`src/hw/rtl/owm_pkg.sv`:
```
// Package for the one-wire bus master: codes, register map and item types.
`default_nettype none

package owm_pkg;

   localparam int unsigned BITS_PER_BYTE = 8;
   localparam int unsigned BIT_IDX_W     = $clog2(BITS_PER_BYTE);
   localparam int unsigned TICK_W        = 11;
   localparam int unsigned CSR_IDX_W     = 3;
   localparam int unsigned CSR_DATA_W    = 10;

   // Command codes carried by req_type; the running operation uses the same codes.
   typedef enum logic [1:0] {
      OP_IDLE  = 2'd0,
      OP_RESET = 2'd1,
      OP_WRITE = 2'd2,
      OP_READ  = 2'd3
   } op_type;

   localparam logic [1:0] REQ_TICK = 2'd0;

   typedef enum logic [CSR_IDX_W-1:0] {
      CSR_RESET_LOW     = 3'd0,
      CSR_PRESENCE_WAIT = 3'd1,
      CSR_RESET_TAIL    = 3'd2,
      CSR_ONE_LOW       = 3'd3,
      CSR_ZERO_LOW      = 3'd4,
      CSR_READ_LOW      = 3'd5,
      CSR_READ_SAMPLE   = 3'd6,
      CSR_SLOT          = 3'd7
   } csr_idx_type;

   typedef struct packed {
      logic [9:0] reset_low_ticks;
      logic [9:0] presence_wait_ticks;
      logic [9:0] reset_tail_ticks;
      logic [7:0] one_low_ticks;
      logic [7:0] zero_low_ticks;
      logic [7:0] read_low_ticks;
      logic [7:0] read_sample_ticks;
      logic [7:0] slot_ticks;
   } cfg_type;

   localparam cfg_type CFG_RESET = '{
      reset_low_ticks:     10'd480,
      presence_wait_ticks: 10'd70,
      reset_tail_ticks:    10'd410,
      one_low_ticks:       8'd6,
      zero_low_ticks:      8'd60,
      read_low_ticks:      8'd6,
      read_sample_ticks:   8'd9,
      slot_ticks:          8'd70
   };

   typedef struct packed {
      logic [1:0] req_type;
      logic [7:0] write_data;
      logic       line_level;
   } req_item_type;

   typedef struct packed {
      logic       drive_low;
      logic       busy_res;
      logic       done_res;
      logic [7:0] read_data;
      logic       device_present;
      logic       rejected;
   } rsp_item_type;

endpackage

`default_nettype wire

```
`src/hw/rtl/owm_ifs.sv`:
```
// Handshake interfaces for the request, result and register write channels.
`default_nettype none

interface owm_req_if;
   logic       valid;
   logic       ready;
   logic [1:0] req_type;
   logic [7:0] write_data;
   logic       line_level;
   modport source (output valid, req_type, write_data, line_level, input ready);
   modport sink   (input valid, req_type, write_data, line_level, output ready);
endinterface

interface owm_rsp_if;
   logic       valid;
   logic       ready;
   logic       drive_low;
   logic       busy_res;
   logic       done_res;
   logic [7:0] read_data;
   logic       device_present;
   logic       rejected;
   modport source (output valid, drive_low, busy_res, done_res, read_data, device_present,
                   rejected, input ready);
   modport sink   (input valid, drive_low, busy_res, done_res, read_data, device_present,
                   rejected, output ready);
endinterface

interface owm_csr_if;
   logic       valid;
   logic       ready;
   logic [2:0] index;
   logic [9:0] data;
   modport source (output valid, index, data, input ready);
   modport sink   (input valid, index, data, output ready);
endinterface

`default_nettype wire

```
`src/hw/rtl/owm_core.sv`:
```
// Bus sequencer: holds the command state and updates it once per item.
`default_nettype none

module owm_core
   import owm_pkg::*;
(
   input  wire logic         clock,
   input  wire logic         reset,
   input  wire logic         advance,
   input  wire req_item_type item,
   input  wire cfg_type      cfg,
   output rsp_item_type      result
);

   op_type               op_ff,       op_in;
   logic [TICK_W-1:0]    tick_ff,     tick_in;
   logic [BIT_IDX_W-1:0] bit_idx_ff,  bit_idx_in;
   logic [7:0]           shift_ff,    shift_in;
   logic                 presence_ff, presence_in;
   logic                 drive_ff,    drive_in;
   logic [7:0]           rd_byte_ff,  rd_byte_in;

   logic [TICK_W-1:0]    tick_inc;
   logic [7:0]           slot_len;
   logic [7:0]           wr_low;
   logic [7:0]           rd_low;
   logic [8:0]           sample_sum;
   logic [8:0]           sample_pt;
   logic [BIT_IDX_W-1:0] bit_next;
   logic                 done;
   logic                 rejected;

   always_comb begin
      tick_inc   = tick_ff + TICK_W'(1);
      slot_len   = (cfg.slot_ticks == 8'd0) ? 8'd1 : cfg.slot_ticks;
      wr_low     = shift_ff[0] ? cfg.one_low_ticks : cfg.zero_low_ticks;
      rd_low     = (cfg.read_low_ticks == 8'd0) ? 8'd1 : cfg.read_low_ticks;
      sample_sum = {1'b0, rd_low} + {1'b0, cfg.read_sample_ticks};
      sample_pt  = (sample_sum > {1'b0, slot_len}) ? {1'b0, slot_len} : sample_sum;
      bit_next   = bit_idx_ff + BIT_IDX_W'(1);

      op_in       = op_ff;
      tick_in     = tick_ff;
      bit_idx_in  = bit_idx_ff;
      shift_in    = shift_ff;
      presence_in = presence_ff;
      drive_in    = drive_ff;
      rd_byte_in  = rd_byte_ff;
      done        = 1'b0;
      rejected    = 1'b0;

      if (item.req_type != REQ_TICK) begin
         if (op_ff != OP_IDLE) begin
            rejected = 1'b1;
         end else begin
            op_in      = op_type'(item.req_type);
            bit_idx_in = '0;
            drive_in   = 1'b1;
            tick_in    = '0;
            case (op_type'(item.req_type))
               OP_RESET: presence_in = 1'b0;
               OP_WRITE: shift_in    = item.write_data;
               default:  shift_in    = 8'd0;
            endcase
         end
      end else begin
         case (op_ff) inside
            OP_RESET: begin
               tick_in = tick_inc;
               if (drive_ff) begin
                  if (tick_inc >= TICK_W'(cfg.reset_low_ticks)) begin
                     drive_in = 1'b0;
                     tick_in  = '0;
                  end
               end else if (bit_idx_ff == '0) begin
                  if (tick_inc >= TICK_W'(cfg.presence_wait_ticks)) begin
                     presence_in = ~item.line_level;
                     bit_idx_in  = BIT_IDX_W'(1);
                     tick_in     = '0;
                     if (cfg.reset_tail_ticks == 10'd0) begin
                        op_in      = OP_IDLE;
                        bit_idx_in = '0;
                        done       = 1'b1;
                     end
                  end
               end else if (tick_inc >= TICK_W'(cfg.reset_tail_ticks)) begin
                  op_in      = OP_IDLE;
                  bit_idx_in = '0;
                  tick_in    = '0;
                  done       = 1'b1;
               end
            end
            OP_WRITE, OP_READ: begin
               tick_in = tick_inc;
               // The read sample lands no later than the slot close, so the last bit is kept.
               if (op_ff == OP_READ && tick_inc == TICK_W'(sample_pt)) begin
                  shift_in = {item.line_level, shift_ff[7:1]};
               end
               if (tick_inc >= TICK_W'(slot_len)) begin
                  if (op_ff == OP_WRITE) begin
                     shift_in = {1'b0, shift_ff[7:1]};
                  end
                  bit_idx_in = bit_next;
                  tick_in    = '0;
                  if (bit_next == '0) begin
                     op_in    = OP_IDLE;
                     drive_in = 1'b0;
                     done     = 1'b1;
                     if (op_ff == OP_READ) begin
                        rd_byte_in = shift_in;
                     end
                  end else begin
                     drive_in = 1'b1;
                  end
               end else if (tick_inc >= TICK_W'((op_ff == OP_WRITE) ? wr_low : rd_low)) begin
                  drive_in = 1'b0;
               end
            end
            default: begin
            end
         endcase
      end

      result.drive_low      = drive_in;
      result.busy_res       = (op_in != OP_IDLE);
      result.done_res       = done;
      result.read_data      = rd_byte_in;
      result.device_present = presence_in;
      result.rejected       = rejected;
   end

   always_ff @(posedge clock) begin
      if (reset) begin
         op_ff       <= OP_IDLE;
         tick_ff     <= '0;
         bit_idx_ff  <= '0;
         shift_ff    <= '0;
         presence_ff <= 1'b0;
         drive_ff    <= 1'b0;
         rd_byte_ff  <= '0;
      end else if (advance) begin
         op_ff       <= op_in;
         tick_ff     <= tick_in;
         bit_idx_ff  <= bit_idx_in;
         shift_ff    <= shift_in;
         presence_ff <= presence_in;
         drive_ff    <= drive_in;
         rd_byte_ff  <= rd_byte_in;
      end
   end

endmodule

`default_nettype wire

```
`src/hw/rtl/one_wire_bus_master_top.sv`:
```
// Top level of the one-wire bus master: input register, registers and result queue.
//
//   Channel   Direction  Handshake      Contents
//   req_bus   in         valid/ready    req_type, write_data, line_level
//   rsp_bus   out        valid/ready    drive_low, busy_res, done_res, read_data,
//                                       device_present, rejected
//   csr_bus   in         valid/ready    index, data (register write)
//
// One item is taken per cycle unless the result queue is full and unread; its result
// passes the input register, then the sequencer update into a two-entry result queue.
// The queue lets the input keep moving while one result waits to be taken.
// Reset is synchronous and restores the default timing registers and idle state.
// Register writes are always accepted and apply at once.
`default_nettype none

module one_wire_bus_master_top
   import owm_pkg::*;
(
   input  wire logic clock,
   input  wire logic reset,
   owm_req_if.sink   req_bus,
   owm_rsp_if.source rsp_bus,
   owm_csr_if.sink   csr_bus
);

   cfg_type      cfg_ff;
   req_item_type in_item_ff;
   logic         in_valid_ff;
   rsp_item_type q0_ff, q1_ff;
   logic         q0_valid_ff, q1_valid_ff;
   rsp_item_type result;
   logic         advance;
   logic         pop;
   logic         req_take;

   assign pop      = q0_valid_ff & rsp_bus.ready;
   assign advance  = in_valid_ff & (~q1_valid_ff | pop);
   assign req_take = req_bus.valid & req_bus.ready;

   assign req_bus.ready = ~in_valid_ff | advance;
   assign csr_bus.ready = 1'b1;

   assign rsp_bus.valid          = q0_valid_ff;
   assign rsp_bus.drive_low      = q0_ff.drive_low;
   assign rsp_bus.busy_res       = q0_ff.busy_res;
   assign rsp_bus.done_res       = q0_ff.done_res;
   assign rsp_bus.read_data      = q0_ff.read_data;
   assign rsp_bus.device_present = q0_ff.device_present;
   assign rsp_bus.rejected       = q0_ff.rejected;

   owm_core u_core (
      .clock   (clock),
      .reset   (reset),
      .advance (advance),
      .item    (in_item_ff),
      .cfg     (cfg_ff),
      .result  (result)
   );

   always_ff @(posedge clock) begin
      if (reset) begin
         cfg_ff <= CFG_RESET;
      end else if (csr_bus.valid) begin
         unique case (csr_idx_type'(csr_bus.index))
            CSR_RESET_LOW:     cfg_ff.reset_low_ticks     <= csr_bus.data;
            CSR_PRESENCE_WAIT: cfg_ff.presence_wait_ticks <= csr_bus.data;
            CSR_RESET_TAIL:    cfg_ff.reset_tail_ticks    <= csr_bus.data;
            CSR_ONE_LOW:       cfg_ff.one_low_ticks       <= csr_bus.data[7:0];
            CSR_ZERO_LOW:      cfg_ff.zero_low_ticks      <= csr_bus.data[7:0];
            CSR_READ_LOW:      cfg_ff.read_low_ticks      <= csr_bus.data[7:0];
            CSR_READ_SAMPLE:   cfg_ff.read_sample_ticks   <= csr_bus.data[7:0];
            CSR_SLOT:          cfg_ff.slot_ticks          <= csr_bus.data[7:0];
            default: begin
            end
         endcase
      end
   end

   always_ff @(posedge clock) begin
      if (reset) begin
         in_valid_ff <= 1'b0;
      end else if (req_bus.ready) begin
         in_valid_ff <= req_bus.valid;
      end
      if (req_take) begin
         in_item_ff.req_type   <= req_bus.req_type;
         in_item_ff.write_data <= req_bus.write_data;
         in_item_ff.line_level <= req_bus.line_level;
      end
   end

   // Two-entry result queue: entry 0 is the head shown on the output.
   always_ff @(posedge clock) begin
      if (reset) begin
         q0_valid_ff <= 1'b0;
         q1_valid_ff <= 1'b0;
      end else begin
         if (pop) begin
            if (q1_valid_ff) begin
               q0_ff       <= q1_ff;
               q1_valid_ff <= advance;
               if (advance) begin
                  q1_ff <= result;
               end
            end else begin
               q0_valid_ff <= advance;
               if (advance) begin
                  q0_ff <= result;
               end
            end
         end else if (advance) begin
            if (q0_valid_ff) begin
               q1_ff       <= result;
               q1_valid_ff <= 1'b1;
            end else begin
               q0_ff       <= result;
               q0_valid_ff <= 1'b1;
            end
         end
      end
   end

endmodule

`default_nettype wire
```
`src/flat_wrapper.sv`:
```
// flat-port wrapper written by rule: the top's interface ports become plain ports
module one_wire_bus_master_top_flat import owm_pkg::*;
  (clock, reset, req_bus_valid, req_bus_req_type, req_bus_write_data, req_bus_line_level, req_bus_ready, rsp_bus_valid, rsp_bus_drive_low, rsp_bus_busy_res, rsp_bus_done_res, rsp_bus_read_data, rsp_bus_device_present, rsp_bus_rejected, rsp_bus_ready, csr_bus_valid, csr_bus_index, csr_bus_data, csr_bus_ready);
  owm_req_if req_bus_i ();
  owm_rsp_if rsp_bus_i ();
  owm_csr_if csr_bus_i ();
  input  wire logic clock;
  input  wire logic reset;
  input wire logic [$bits(req_bus_i.valid)-1:0] req_bus_valid;
  input wire logic [$bits(req_bus_i.req_type)-1:0] req_bus_req_type;
  input wire logic [$bits(req_bus_i.write_data)-1:0] req_bus_write_data;
  input wire logic [$bits(req_bus_i.line_level)-1:0] req_bus_line_level;
  output wire logic [$bits(req_bus_i.ready)-1:0] req_bus_ready;
  output wire logic [$bits(rsp_bus_i.valid)-1:0] rsp_bus_valid;
  output wire logic [$bits(rsp_bus_i.drive_low)-1:0] rsp_bus_drive_low;
  output wire logic [$bits(rsp_bus_i.busy_res)-1:0] rsp_bus_busy_res;
  output wire logic [$bits(rsp_bus_i.done_res)-1:0] rsp_bus_done_res;
  output wire logic [$bits(rsp_bus_i.read_data)-1:0] rsp_bus_read_data;
  output wire logic [$bits(rsp_bus_i.device_present)-1:0] rsp_bus_device_present;
  output wire logic [$bits(rsp_bus_i.rejected)-1:0] rsp_bus_rejected;
  input wire logic [$bits(rsp_bus_i.ready)-1:0] rsp_bus_ready;
  input wire logic [$bits(csr_bus_i.valid)-1:0] csr_bus_valid;
  input wire logic [$bits(csr_bus_i.index)-1:0] csr_bus_index;
  input wire logic [$bits(csr_bus_i.data)-1:0] csr_bus_data;
  output wire logic [$bits(csr_bus_i.ready)-1:0] csr_bus_ready;
  assign req_bus_i.valid = req_bus_valid;
  assign req_bus_i.req_type = req_bus_req_type;
  assign req_bus_i.write_data = req_bus_write_data;
  assign req_bus_i.line_level = req_bus_line_level;
  assign req_bus_ready = req_bus_i.ready;
  assign rsp_bus_valid = rsp_bus_i.valid;
  assign rsp_bus_drive_low = rsp_bus_i.drive_low;
  assign rsp_bus_busy_res = rsp_bus_i.busy_res;
  assign rsp_bus_done_res = rsp_bus_i.done_res;
  assign rsp_bus_read_data = rsp_bus_i.read_data;
  assign rsp_bus_device_present = rsp_bus_i.device_present;
  assign rsp_bus_rejected = rsp_bus_i.rejected;
  assign rsp_bus_i.ready = rsp_bus_ready;
  assign csr_bus_i.valid = csr_bus_valid;
  assign csr_bus_i.index = csr_bus_index;
  assign csr_bus_i.data = csr_bus_data;
  assign csr_bus_ready = csr_bus_i.ready;
  one_wire_bus_master_top u_core (.clock(clock), .reset(reset), .req_bus(req_bus_i), .rsp_bus(rsp_bus_i), .csr_bus(csr_bus_i));
endmodule
```
`config.mk`:
```
export PLATFORM = sky130hd
export DESIGN_NAME = one_wire_bus_master_top_flat
export DESIGN_NICKNAME = d
export VERILOG_FILES = /design/src/hw/rtl/owm_pkg.sv /design/src/hw/rtl/owm_ifs.sv /design/src/hw/rtl/owm_core.sv /design/src/hw/rtl/one_wire_bus_master_top.sv /design/src/flat_wrapper.sv
export SDC_FILE = /design/constraint.sdc
export NUM_CORES = 1
export LEC_CHECK = 0
export BUFFER_PORTS_ARGS = -buffer_cell sky130_fd_sc_hd__clkbuf_2
export CORE_MARGIN = 5
export CORE_UTILIZATION = 60
export DETAILED_ROUTE_END_ITERATION = 10
export GPL_TIMING_DRIVEN = 0
export PLACE_DENSITY = 0.88
export SYNTH_ARGS = -nofsm -noshare
export SYNTH_HDL_FRONTEND = slang
export SYNTH_SLANG_ARGS = --single-unit
```
`constraint.sdc`:
```
create_clock -name clock -period 11.72 [get_ports clock]
set_input_delay 0.586 -clock clock [delete_from_list [all_inputs] [get_ports clock]]
set_output_delay 0.586 -clock clock [all_outputs]
set_load 0.05 [all_outputs]
```
==> results.py <==
metrics = {
    "outcome": {
        "status": "finished clean",
    },
    "pwr": {
        "irDropWorstVdd_uv": 123,
        "powerDensity_mw_per_mm2": 132,
        "p_leak_nw": 3.79,
    },
    "die": {
        "num_rows": 42,
        "core_area_mm2": 0.0133,
        "io_pins": 45,
        "start_util_pct": 61.6,
        "die_area_mm2": 0.0161,
        "fp.dieH_um": 127,
        "die_w_um": 127,
    },
    "clock_tree": {
        "clock_path_buffers": 2,
        "cts_tree": "done",
        "post_cts_buffers": 0,
        "holdBufCountCts": 0,
        "htreeDepth": 4,
        "clk_latency_ns": 0.44,
        "cts_sinks": 144,
        "numCtsBuffers": 17,
        "cts_root_buf": "clkbuf_16",
        "cts_resized": 0,
        "clkTransAtPathRegs_ns": 0.06,
    },
    "timing": {
        "timing.final.crit_share_pct": 46.7,
        "period_needed_ns": 5.48,
        "setup-violations-final": 0,
        "finClkSkew_ns": 0.00540,
        "finalSetupTns_ns": 0,
        "relSlewSlack_pct": 12.8,
        "worst_pin_slew_ns": 1.30,
        "max_freq_mhz": 183,
        "hold_viol": 0,
        "slew_viol_final": 0,
        "rsz0062_at_grt": "no",
    },
    "logic_synthesis": {
        "synth-compound-area-share_pct": 17.6,
        "synth_nets": 1019,
        "yosys.area.top_type": "dfxtp_1",
        "ys_async_sr_fraction_pct": 0,
        "yosysWarnings": 0,
        "synth.area.mux_share_pct": 6.27,
        "synth_fa_ha_area_share_pct": 10.3,
        "yosysSeqAreaShare_pct": 39.7,
        "yosysUniqueCellTypes": 71,
        "yosys.area_share.simple_pct": 18.1,
        "synth_xor_area_share_pct": 2.89,
        "synth_top_family_by_area": "simple AND/OR/NAND/NOR gates",
        "synth_area_leaders": "dfxtp_1, edfxtp_1, ha_1",
        "synthCells": 923,
        "synth-seq-cells": 144,
        "syn_avg_cell_area_um2": 8.87,
        "synth_edf_count": 37,
        "syn-cell-area_mm2": 0.00818,
        "ys.flop_type": "dfxtp_1",
        "synth_top_cell_area_share_pct": 26.2,
    },
    "finish": {
        "drive_gt1_share_pct": 10.9,
        "layout_common_cells": "nand2_1, dfxtp_1, a21oi_1",
        "regArea_mm2": 0.00325,
        "final_common_cell": "nand2_1",
        "synthToLayoutAreaGrowth_pct": 12.4,
        "n_fill_cell": 979,
        "multiInputGateArea_mm2": 0.00453,
        "nets": 1073,
        "insertedDiodeCount": 0,
        "post-route-cell-area_mm2": 0.00920,
    },
    "setup_path": {
        "crit_fanout": 10,
        "reg2regPathDepth": 20,
        "end_kind": "flop",
        "arrival_ns": 5.66,
        "setup.worst_path.class": "flop to flop",
        "required_ns": 11.91,
        "critPathLaunchType": "flop",
    },
    "route": {
        "vias_per_cell": 6.13,
        "drc": 0,
        "drtAntennaViolNets": 0,
        "drt-met1-wl_um": 8770,
        "wl_per_cell_um": 18.2,
        "routed-wl-met3_um": 1940,
        "drt_iter0_markers": 791,
        "firstDrtPassIters": 5,
        "dr_wl_met2_um": 9920,
        "routed.top_layer": "met4",
        "routed_wl_um": 21200,
        "routed-via-count": 7144,
    },
    "hold_path": {
        "hold_path_class": "primary input to flop",
        "hold_path_depth": 1,
    },
    "global_route": {
        "grt_usage_pct": 26.8,
        "antenna_found_initial": 0,
        "grt_pass1_wl_um": 34500,
        "grt_pass1_vias": 6836,
        "gr-total-overflow": 0,
        "grt_max_degree": 17,
    },
    "run": {
        "drv_cap": 0,
    },
    "placement": {
        "portBuffers": 35,
        "dp.final_hpwl_um": 15000,
        "placed_cell_area_mm2": 0.00859,
        "globalplace.congestion": 0.907,
    },
}
[flip-flops by register name (all words and copies together), names as in the netlist, 2 cells and up]
register                  flops
u_core.u_core.bit_idx_ff      3
u_core.rsp_bus.read_data      8
u_core.q1_ff                 13
u_core.u_core.shift_ff        8
u_core.u_core.rd_byte_ff      8
u_core.in_item_ff            11
u_core.cfg_ff                70
u_core.u_core.tick_ff        11
u_core.u_core.op_ff           2
[worst max-delay path, cell delays in order, from the launching register on]
cell and delay, ns:
dfxtp_1 0.44, nor3_1 0.09, a21o_1 0.22, ha_1 0.26
fa_1 0.50, a211oi_2 0.29, o21bai_1 0.13, a21oi_2 0.16
xnor2_1 0.21, ha_1 0.32, a21o_1 0.19, a211oi_1 0.26
a211oi_1 0.09, a211o_2 0.40, nand3b_1 0.21, a211oi_1 0.22
nand4_1 0.18, buf_6 0.20, mux2_4 0.32, mux2_4 0.28
mux2_4 0.26
[metrics by stage]
step / util, % / worst slack (ns) / hold WS [ns] / power [W] / std cells
final: 69.2 / 6.24 / 0.325 / 0.00121 / 1166
after global routing: 69.2 / 5.90 / 0.317 / 0.00125 / 1166
after CTS: 69.2 / 6.31 / 0.322 / 0.00121 / 1166
after detailed placement: 64.6 / 6.34 / 0.448 / 0.000656 / 1134
after global placement: 64.5 / 6.39 / 0.441 / 0.000652 / 1134
after floorplan: - / 6.91 / 0.434 / 0.000621 / 923
[synth_stat cells (all sizes together), types with 10 or more instances]
cell and number:
a21o 18, o21ai 25, ha 66, nand2 120, nand3b 10, dfxtp 107
mux2i 31, edfxtp 37, a221oi 10, clkbuf 48, a211o 18, nor3 18
mux2 17, nor2b 12, a21oi 85, nand2b 14, nand3 23, a31oi 10
inv 51, nor2 79, xnor2 18, a211oi 19
[power by group]
group	total (W)	switching (W)	internal [W]
clock	0.000562	0.000224	0.000337
combinational	0.000119	0.0000773	0.0000413
sequential	0.000531	0.00000922	0.000522
[logic make-up (layout without fill, tap and decap cells)]
group                    count (synthesis)  after routing
AO/OA/AOI/OAI                          216            216
XOR/XNOR                                27             27
other                                    1              1
AND/OR/NAND/NOR                        316            316
buffers and inverters                  104            171
flip-flops                             144            144
adder cells (fa/ha/maj)                 67             67
multiplexers                            48             48
[path summary, 6_finish.rpt]
path                                                     start                               endpoint  slack [ns]
worst max-delay path            u_core.cfg_ff[17]$_SDFFE_PP1P_  u_core.rsp_bus.read_data[7]$_DFFE_PP_        6.24
worst min-delay path                     req_bus_write_data[2]         u_core.in_item_ff[3]$_DFFE_PP_        0.32
worst max register to register  u_core.cfg_ff[17]$_SDFFE_PP1P_  u_core.rsp_bus.read_data[7]$_DFFE_PP_        6.24
worst min register to register  u_core.cfg_ff[25]$_SDFFE_PP0P_         u_core.cfg_ff[25]$_SDFFE_PP0P_        0.45
[per-layer routing]
layer	up-vias	global-route usage (%)
met5	-	0
met4	0	9.59
met3	58	6.22
met2	395	43.6
met1	3298	35.1
li1	3393	-
[area by class of cell]
type,instances,area share (%)
flip-flops and latches,144,35.4
plain buffers,53,2.41
inverters,51,2.08
clock buffers,17,4.62
multi-input cells,675,49.2
well taps,176,2.39
repair buffers,35,1.90
clock inverters,15,2.00
No activity file was read; power rests on OpenSTA's default activity.
